--- config.mk ---
export PLATFORM = sky130hd
export DESIGN_NAME = repeating_key_additive_descrambler
export DESIGN_NICKNAME = d
export VERILOG_FILES = /design/src/hdl/rkad_pkg.sv /design/src/hdl/rkad_key_store.sv /design/src/hdl/repeating_key_additive_descrambler.sv
export SDC_FILE = /design/constraint.sdc
export NUM_CORES = 2
export LEC_CHECK = 0
export BUFFER_PORTS_ARGS = -buffer_cell sky130_fd_sc_hd__buf_2
export CORE_MARGIN = 3
export CORE_UTILIZATION = 30
export CTS_CLUSTER_SIZE = 25
export DETAILED_ROUTE_END_ITERATION = 8
export GPL_ROUTABILITY_DRIVEN = 0
export GPL_TIMING_DRIVEN = 0
export SYNTH_ARGS = -nofsm -noshare
export SYNTH_HDL_FRONTEND = slang
export SYNTH_HIERARCHICAL = 1
export SYNTH_SLANG_ARGS = --single-unit
--- constraint.sdc ---
create_clock -name clock -period 10 [get_ports clock]
set_clock_uncertainty 0.15 [all_clocks]
set_input_delay 0 -clock clock [delete_from_list [all_inputs] [get_ports clock]]
set_output_delay 0 -clock clock [all_outputs]
set_load 0.01 [all_outputs]
--- src/hdl/rkad_pkg.sv ---
// Shared constants and types for the repeating-key additive descrambler.
package rkad_pkg;

   localparam int KEY_DEPTH_DEF = 256;

   localparam int BYTE_W   = 8;
   localparam int LEN_W    = 9;
   localparam int SUM_W    = 32;

   localparam logic [LEN_W-1:0] LEN_MAX = 9'd256;

   typedef enum logic [0:0] {
      OP_KEY_WRITE = 1'b0,
      OP_DATA      = 1'b1
   } opcode_type;

endpackage

--- src/hdl/rkad_key_store.sv ---
// Key byte memory: one write port, one read port with registered read data.
module rkad_key_store #(
   parameter int KEY_DEPTH = rkad_pkg::KEY_DEPTH_DEF
) (
   input  logic                                   clock,
   input  logic                                   wr_en,
   input  logic [$clog2(KEY_DEPTH)-1:0]           wr_addr,
   input  logic [rkad_pkg::BYTE_W-1:0]            wr_data,
   input  logic                                   rd_en,
   input  logic [$clog2(KEY_DEPTH)-1:0]           rd_addr,
   output logic [rkad_pkg::BYTE_W-1:0]            rd_data
);

   logic [rkad_pkg::BYTE_W-1:0] mem [KEY_DEPTH];
   logic [rkad_pkg::BYTE_W-1:0] rd_data_ff;

   always_ff @(posedge clock) begin
      if (wr_en) begin
         mem[wr_addr] <= wr_data;
      end
   end

   always_ff @(posedge clock) begin
      if (rd_en) begin
         rd_data_ff <= mem[rd_addr];
      end
   end

   assign rd_data = rd_data_ff;

endmodule

--- src/hdl/repeating_key_additive_descrambler.sv ---
// Top level of the repeating-key additive descrambler.
// Data words pass the stage-one and output registers. Throughput: one word
// per cycle unless stalled, key writes and data words alike; the key store
// has one write and one read port and each word uses at most one. Reset
// clears key position, running sum and pipeline valids and sets the key
// length to 256; the key store is not cleared and must be loaded first.
module repeating_key_additive_descrambler #(
   parameter int KEY_DEPTH = rkad_pkg::KEY_DEPTH_DEF
) (
   input  logic                              clock,
   input  logic                              reset,
   input  logic                              csr_we,
   input  logic [rkad_pkg::LEN_W-1:0]        csr_wdata,
   input  logic                              req_valid,
   output logic                              req_ready,
   input  logic                              req_opcode,
   input  logic [7:0]                        req_key_index,
   input  logic [7:0]                        req_key_value,
   input  logic [7:0]                        req_data_byte,
   input  logic                              req_block_restart,
   input  logic [7:0]                        req_restart_offset,
   input  logic                              req_bypass,
   output logic                              rsp_valid,
   input  logic                              rsp_ready,
   output logic [7:0]                        rsp_plain_byte,
   output logic [31:0]                       rsp_block_sum
);

   localparam int AW = $clog2(KEY_DEPTH);
   localparam int BW = rkad_pkg::BYTE_W;
   localparam int LW = rkad_pkg::LEN_W;
   localparam int SW = rkad_pkg::SUM_W;

   logic [LW-1:0] key_length_ff;
   logic [LW-1:0] eff_len;

   logic [BW-1:0] key_position_ff, key_position_in;
   logic [SW-1:0] running_sum_ff, running_sum_in;

   logic          s1_valid_ff;
   logic [BW-1:0] s1_data_ff;
   logic          s1_zero_ff;
   logic          s1_restart_ff;

   logic          out_valid_ff;
   logic [BW-1:0] out_plain_ff;
   logic [SW-1:0] out_sum_ff;

   logic          accept;
   logic          accept_data;
   logic          accept_write;
   logic          s1_advance;

   logic [LW-1:0] pos_start;
   logic [LW-1:0] pos_use;
   logic [LW-1:0] pos_inc;
   logic          pos_in_store;

   logic          wr_en;
   logic          rd_en;
   logic [BW-1:0] key_rd;
   logic [BW-1:0] key_byte;
   logic [BW-1:0] plain;

   // Configuration register.
   always_ff @(posedge clock) begin
      if (reset) begin
         key_length_ff <= rkad_pkg::LEN_MAX;
      end else if (csr_we) begin
         key_length_ff <= csr_wdata;
      end
   end

   always_comb begin
      if (key_length_ff == '0 || key_length_ff > rkad_pkg::LEN_MAX) begin
         eff_len = rkad_pkg::LEN_MAX;
      end else begin
         eff_len = key_length_ff;
      end
   end

   // Handshake.
   assign s1_advance   = s1_valid_ff && (!out_valid_ff || rsp_ready);
   assign req_ready    = !s1_valid_ff || s1_advance;
   assign accept       = req_valid && req_ready;
   assign accept_data  = accept && (req_opcode == rkad_pkg::OP_DATA);
   assign accept_write = accept && (req_opcode == rkad_pkg::OP_KEY_WRITE);

   // Key position for the accepted data word and its successor.
   always_comb begin
      if (req_block_restart) begin
         pos_start = ({1'b0, req_restart_offset} < eff_len) ?
                     {1'b0, req_restart_offset} : '0;
      end else begin
         pos_start = {1'b0, key_position_ff};
      end
      pos_use = (pos_start >= eff_len) ? '0 : pos_start;
      pos_inc = pos_use + LW'(1);
      if (pos_inc >= eff_len) begin
         pos_inc = '0;
      end
      key_position_in = pos_inc[BW-1:0];
      pos_in_store    = (32'(pos_use) < KEY_DEPTH);
   end

   assign wr_en = accept_write && (32'(req_key_index) < KEY_DEPTH);
   assign rd_en = accept_data;

   rkad_key_store #(
      .KEY_DEPTH (KEY_DEPTH)
   ) u_key_store (
      .clock   (clock),
      .wr_en   (wr_en),
      .wr_addr (AW'(req_key_index)),
      .wr_data (req_key_value),
      .rd_en   (rd_en),
      .rd_addr (AW'(pos_use)),
      .rd_data (key_rd)
   );

   // Stage one: key byte arrives from the store.
   always_ff @(posedge clock) begin
      if (reset) begin
         s1_valid_ff     <= 1'b0;
         key_position_ff <= '0;
      end else begin
         if (accept_data) begin
            s1_valid_ff     <= 1'b1;
            key_position_ff <= key_position_in;
         end else if (s1_advance) begin
            s1_valid_ff <= 1'b0;
         end
      end
   end

   always_ff @(posedge clock) begin
      if (accept_data) begin
         s1_data_ff    <= req_data_byte;
         s1_zero_ff    <= req_bypass || !pos_in_store;
         s1_restart_ff <= req_block_restart;
      end
   end

   assign key_byte       = s1_zero_ff ? '0 : key_rd;
   assign plain          = s1_data_ff + key_byte;
   assign running_sum_in = (s1_restart_ff ? '0 : running_sum_ff) + SW'(plain);

   // Output register and running sum.
   always_ff @(posedge clock) begin
      if (reset) begin
         out_valid_ff   <= 1'b0;
         running_sum_ff <= '0;
      end else begin
         if (s1_advance) begin
            out_valid_ff   <= 1'b1;
            running_sum_ff <= running_sum_in;
         end else if (rsp_ready) begin
            out_valid_ff <= 1'b0;
         end
      end
   end

   always_ff @(posedge clock) begin
      if (s1_advance) begin
         out_plain_ff <= plain;
         out_sum_ff   <= running_sum_in;
      end
   end

   assign rsp_valid      = out_valid_ff;
   assign rsp_plain_byte = out_plain_ff;
   assign rsp_block_sum  = out_sum_ff;

   // A stalled word in stage one keeps its place and payload.
   assert property (@(posedge clock) disable iff (reset)
      (s1_valid_ff && !s1_advance) |=> (s1_valid_ff && $stable(s1_data_ff)))
      else $error("stage one word lost while stalled");

   // Every accepted data word enters stage one.
   assert property (@(posedge clock) disable iff (reset)
      accept_data |=> s1_valid_ff)
      else $error("accepted data word did not enter stage one");

   // A key write on an empty pipeline produces no result.
   assert property (@(posedge clock) disable iff (reset)
      (accept_write && !s1_valid_ff) |=> !s1_valid_ff)
      else $error("key write produced a result");

endmodule

**Word level (Yosys, flattened, before mapping)**

Memories as Yosys holds them, arrays and structs flattened. A register that Yosys moved wholly into a read port is not among the register bits.
Cells that the tools add are included.

- $add $sub $neg: 3
- Order comparisons: 5
- Muxes and demuxes: 13
- Bitwise gates (word level): 1
- Reductions and logical operators: 14

Operator list:

| cell | count |
|---|---|
| 32-bit by 8-bit adder with 32-bit output | 1 |
| 32-bit 2-to-1 mux | 1 |
| 8-bit 2-to-1 mux | 4 |
| 9-bit greater-or-equal comparator | 2 |
| 9-bit 2-to-1 mux | 2 |
| 9-bit by 1-bit adder with 9-bit output, second input constant | 1 |
| 9-bit greater-than comparator, second input constant | 1 |
| 9-bit logical NOT | 1 |
| 8-bit by 9-bit less-than comparator with 1-bit output | 1 |
| 9-bit less-than comparator, second input constant | 1 |
| 8-bit adder | 1 |
| 1-bit 2-to-1 mux | 6 |
| 1-bit logical AND | 4 |
| 1-bit logical OR | 4 |
| 2-bit nonzero test | 2 |
| 1-bit logical NOT | 3 |
| 1-bit inverter | 1 |

- Register bits after elaboration: 101
- Memory bits (writable): 2048
- Input bits: 49
- Word-level logic and storage cells: 47
- Memories: 1

Memories:

| memory | words | bits a word | rd ports | clocked after memory_dff | wr ports | RTL line | RTL |
|---|---|---|---|---|---|---|---|
| u_key_store.mem | 256 | 8 | 1 | 1 | 1 | rkad_key_store.sv:14 | `logic [rkad_pkg::BYTE_W-1:0] mem [KEY_DEPTH];` |

**Depth between registers and ports, before layout**

- Depth in word-level cells: 11
- Depth in mapped cells: 27
- Depth with buffers taken out: 25

**By module**

The synthesis kept the hierarchy.

By module, submodules not included:

| module | instances | cells each | area an instance (sq um) | sequential area each (sq um) |
|---|---|---|---|---|
| rkad_key_store | 1 | 3733 | 79636.4 | 61739.2 |
| repeating_key_additive_descrambler | 1 | 620 | 5889.4 | 2522.4 |

**Worst setup path after synthesis**

OpenSTA, ideal clock, no wires.

- Path kind: reg-to-reg
- From: register key_length_ff[0]
- To: register u_key_store.rd_data_ff (netlist bit u_key_store/rd_data[2]) (read register of u_key_store.mem) (data pin)
- Arrival time: 5.238 ns
- Data required time: 9.581 ns
- Slack: 4.343 ns
- Cell stages (with the launch flop): 25
- Buffers on the path: 4
- Clock period less this slack: 5.657 ns
- Path through: dfxtp_1 -> nor4_1 -> nand2_1 -> ha_1 -> nand2b_1 -> ha_1 -> a21oi_1 -> nand3_1 -> o21a_1 -> a21o_1 -> ha_1 -> nand2b_1 -> a211o_1 -> a21oi_1 -> o32ai_2 -> nor2_1 -> buf_6 -> buf_12 -> buf_8 -> buf_2 -> mux4_2 -> a22oi_1 -> a21oi_1 -> nor4_1 -> nor4_2

- Word-level cells in the longest chain between the ends: 8
- Elaborated cells between the ends (all ways): 9
- Classes of those cells: order compare: 3; mux: 4; reduce/logical: 2

Ends and longest elaborated chain:

| what | RTL line | RTL |
|---|---|---|
| start: declaration | repeating_key_additive_descrambler.sv:34 | `logic [LW-1:0] key_length_ff;` |
| start signal: assignment | repeating_key_additive_descrambler.sv:68 | `key_length_ff <= rkad_pkg::LEN_MAX;` |
| start signal: assignment | repeating_key_additive_descrambler.sv:70 | `key_length_ff <= csr_wdata;` |
| 9-bit greater-than comparator or 9-bit logical NOT (tied branches) | repeating_key_additive_descrambler.sv:75 | `if (key_length_ff == '0 \|\| key_length_ff > rkad_pkg::LEN_MAX) begin` |
| 1-bit logical OR | repeating_key_additive_descrambler.sv:75 |  |
| 9-bit 2-to-1 mux * | repeating_key_additive_descrambler.sv:75 |  |
| 8-bit by 9-bit less-than comparator with 1-bit output | repeating_key_additive_descrambler.sv:92 | `pos_start = ({1'b0, req_restart_offset} < eff_len) ?` |
| 8-bit 2-to-1 mux | repeating_key_additive_descrambler.sv:92 |  |
| 8-bit 2-to-1 mux | repeating_key_additive_descrambler.sv:91 | `if (req_block_restart) begin` |
| 9-bit greater-or-equal comparator | repeating_key_additive_descrambler.sv:97 | `pos_use = (pos_start >= eff_len) ? '0 : pos_start;` |
| 9-bit 2-to-1 mux * | repeating_key_additive_descrambler.sv:97 |  |
| via pos_use[0] | repeating_key_additive_descrambler.sv:55 | `logic [LW-1:0] pos_use;` |
| end: declaration | rkad_key_store.sv:15 | `logic [rkad_pkg::BYTE_W-1:0] rd_data_ff;` |

The timed path passes the listed nets; every way through them passes the cells marked *.
A chain may end at the register's enable or synchronous reset.

**Worst setup path after layout**

- From: register key_length_ff[0]
- To: register u_key_store.rd_data_ff (netlist bit u_key_store/rd_data[5]) (read register of u_key_store.mem) (data pin)

Same word-level chain as after synthesis.

==> key figures <==
Power and ir drop
  • Combinational power share: 10.5%
  • Leakage power: 29.9 nW
  • Peak supply drop: 196 uV
  • Sequential fraction of design power: 50.4%
  • Sw power: 4.85 mW
  • Pwr Density: 200 nW/um2
  • Sw frac: 24.5%
  • Internal: 14.9 mW
  • Clock share of power: 39.1%

Run status
  • Violations in the final reports: max-capacitance violations, max-slew violations
  • Outcome: finished, violations left

Global route
  • Total GRT Usage: 17.7%
  • Vias in the first global route: 45925
  • Grt total ovfl: 0
  • Largest net degree at the start of global routing: 152
  • Initial antenna violation count: 23
  • First-pass GRT wire length: 366 mm

Setup path
  • CP peak stage delay: 1.07 ns
  • R2r setup slk: 0.31 ns
  • Crit path launch type: register
  • Arrival time worst endpoint: 10.06 ns
  • Crit path required time: 10.37 ns
  • CP max stage cell: clkbuf_1
  • CP max FO: 10
  • Crit-path cells: nor4_1 -> nand2_1 -> ha_1 -> nand2b_1 -> ha_1 -> a21oi_1 -> a31oi_1 -> o21ai_1 -> a31oi_1 -> inv_1 -> ha_1 -> a211oi_1 -> o21ai_0 -> a21oi_1 -> nor3_2 -> nor2b_2 -> buf_2 -> nor2_1 -> clkbuf_1 -> clkbuf_1 -> a22oi_1 -> a21oi_1 -> nor3_1 -> nor4_2
  • Kind of end point of the critical path: register
  • Critical path buffers and inverters: 4
  • RR Endpoint: u_key_store/rd_data[5]
  • Stages on the worst setup path: 24
  • Critical path startpoint: key_length_ff[0]
  • Top delay family on crit path: simple AND/OR/NAND/NOR gates
  • Crit Reg-Reg Startpoint: key_length_ff[0]
  • Critical Path Sink: u_key_store/rd_data[5]
  • Worst Reg2Reg Path Length in Cells: 24
  • Worst Setup Path Type: register to register

Timing
  • Setup violations, final: 0
  • Tightest hold margin: 0.0405 ns
  • Max Slew Vio Count: 22
  • Worst-Margin Slew: 1.62 ns
  • Peak Freq: 0.103 GHz
  • Minimum clock period: 9.69 ns
  • Period Utilization, post-route: 96.9%
  • RSZ-0062 raised after global routing: no
  • Max-slew headroom: -7.73%
  • Final Hold Fails: 0
  • Final setup margin: 0.309 ns

Detailed routing
  • Vias/cell: 5.48
  • Routed WL: 266 mm
  • Routed vias: 47618
  • Antenna Nets Post-Route: 0
  • DRT Pass-1 Iters: 8
  • Detailed Route Iter0 Violations: 6978
  • Drt drc: 0
  • Avg WL per Cell: 30.6 um

Logic synthesis
  • Sequential area share after synthesis: 75.1%
  • Post-synth EDFFs: 2106
  • Yosys warns: 6
  • Netlist cell types: 86
  • Syn Area/Cell: 19.6 um2
  • Post-synth ARST share: 0%
  • Top_reg_cell synth: edfxtp_1
  • Syn Nets: 4444
  • Post-synthesis instance area: 85500 um2
  • Cells after Synth: 4353
  • Yosys reg bits: 2157

Clock network
  • Clock Sinks: 2157
  • Clock Latency Late Sink: 0.88 ns
  • CTS root buf: clkbuf_16
  • Clock buffers created by TritonCTS: 208
  • Clock transition at the registers of the reported paths: 0.07 ns
  • TritonCTS clock tree: done
  • H-Tree Depth: 4
  • Clock Path Buffers: 3

Finish
  • Area grow syn2layout: 15.7%
  • Nets: 4855
  • Fin area: 99000 um2
  • Cell Count, Final, Fillers Out: 8692
  • Util after Layout: 35.0%
  • Share of layout cells above drive strength 1: 20.8%

Place
  • Dpl cells: 8206
  • I/O Buffers: 85
  • Post-detail-place hpwl: 178 mm
  • Pre-CTS WS: -0.0256 ns
  • Area post-placement: 91300 um2

Floorplan
  • Die Height: 540 um
  • Std cell rows: 195
  • Die span in x: 540 um
  • Initial Util: 30.2%
  • Die area: 292000 um2
  • Ports: 91
  • Core Region: 283000 um2

Worst hold path
  • Hold crit path type: input port to register

Run
  • Max Cap Viol: 2
-- power by group through the flow --
stage               Clock (mW)  Sequential (mW)  Combinational [mW]
detailed placement           0             10.2                2.00
floorplan                    0             10.2                1.03
global placement             0             10.2                1.94
finish                    7.74             9.96                2.08
global route              8.21             9.96                2.12
CTS                       7.86             9.96                2.03
-- layout by cell type (no fill, tap or decap), types with 18 or more instances in the layout --
| cell type | n |
|---|---|
| dlygate4sd3_1 | 90 |
| ha_1 | 40 |
| nand2_1 | 97 |
| clkbuf_16 | 209 |
| buf_4 | 34 |
| edfxtp_1 | 2106 |
| clkbuf_2 | 23 |
| mux2i_1 | 148 |
| clkinv_2 | 45 |
| mux4_2 | 454 |
| nand3_1 | 49 |
| nand4_1 | 19 |
| clkbuf_1 | 151 |
| a22oi_1 | 137 |
| dfxtp_1 | 51 |
| buf_6 | 22 |
| nor2_1 | 337 |
| a21oi_1 | 142 |
| buf_1 | 22 |
| o221ai_1 | 47 |
| nor3_1 | 33 |
| nor2b_1 | 58 |
| nand2b_1 | 23 |
| clkinv_1 | 46 |
| nor4_1 | 22 |
| inv_1 | 24 |
| buf_8 | 22 |
| o22ai_1 | 29 |
| o21ai_0 | 24 |
| a211oi_1 | 18 |
| xnor2_1 | 33 |
| buf_2 | 116 |
-- per-layer routing --
layer,vias up,share of wire [%],GRT usage [%]
met5,-,0.12,0
met4,8,3.9,6.68
met3,473,12,5.44
met2,2961,45,26.7
met1,25373,39,24.1
li1,18803,-,-
-- cell usage after synthesis, types with 13 or more instances --
cell type / number / area, um2
a211oi_1: 18 / 135
a21oi_1: 142 / 711
a221oi_1: 13 / 114
a22oi_1: 137 / 1030
buf_1: 27 / 101
buf_2: 36 / 180
buf_4: 27 / 203
buf_6: 21 / 236
buf_8: 13 / 195
clkbuf_1: 128 / 480
dfxtp_1: 51 / 1020
edfxtp_1: 2106 / 63200
ha_1: 40 / 500
inv_1: 24 / 90.1
mux2i_1: 148 / 1480
mux4_2: 454 / 10200
nand2_1: 97 / 364
nand2b_1: 23 / 144
nand3_1: 49 / 245
nand4_1: 19 / 119
nor2_1: 337 / 1260
nor2b_1: 59 / 369
nor3_1: 37 / 185
nor4_1: 29 / 181
o21ai_0: 24 / 120
o221ai_1: 47 / 412
o22ai_1: 29 / 181
xnor2_1: 33 / 289
-- cell families after synthesis --
kind of cell | after synthesis | share of synthesized area, %
AOI/OAI and AO/OA | 513 | 4.22
muxes | 606 | 13.8
xor gates and xnor gates | 40 | 0.410
adders and majority gates | 42 | 0.632
buffers and inverters | 285 | 1.93
DFF | 2157 | 75.1
and+or+nand+nor | 710 | 3.90
-- sequential cells by signal (all words and copies together) (netlist names), 8 cells and up --
name,flops
key_length_ff,9
u_key_store/rd_data,8
rsp_block_sum,32
running_sum_ff,32
u_key_store/mem,2048
s1_data_ff,8
key_position_ff,8
rsp_plain_byte,8
-- worst min-delay path by stage --
stage                      from                      end  slack [ns]  depth (start not counted)
2_1_floorplan  req_data_byte[0]            s1_data_ff[0]       -0.05                          0
3_3_place_gp       csr_wdata[8]         key_length_ff[8]        0.08                          3
3_5_place_dp       csr_wdata[8]         key_length_ff[8]        0.08                          3
4_1_cts        req_key_value[2]   u_key_store/mem[98][2]       0.005                          2
5_1_grt        req_key_value[2]  u_key_store/mem[102][2]        0.03                          2
6_report       req_key_value[6]  u_key_store/mem[224][6]        0.04                          2
-- through the flow --
stage	power [mW]	TNS, ns
after floorplan	11.2	0
after global routing	20.3	0
after detailed placement	12.1	-0.0256
after global placement	12.1	-1.97
final	19.8	0
after CTS	19.9	0
-- what timing repair did --
action	4_1_cts	5_1_grt
hold endpoints to repair	1709	0
hold buffers	90	0
resized for setup	1	5
endpoints found under the setup margin	1	3
buffers inserted	0	0
-- final cells by class --
cell class	count	area, um2
multi-input cells	1911	19700
clock inverters	128	1310
inverters	25	93.8
diodes	14	35.0
plain buffers	260	1590
clock buffers	253	5400
repair buffers	201	1920
flip-flops and latches	2157	64300
well taps	3743	4680
fillers	26300	184000
Note: power is estimated with default switching activity, not from simulation.
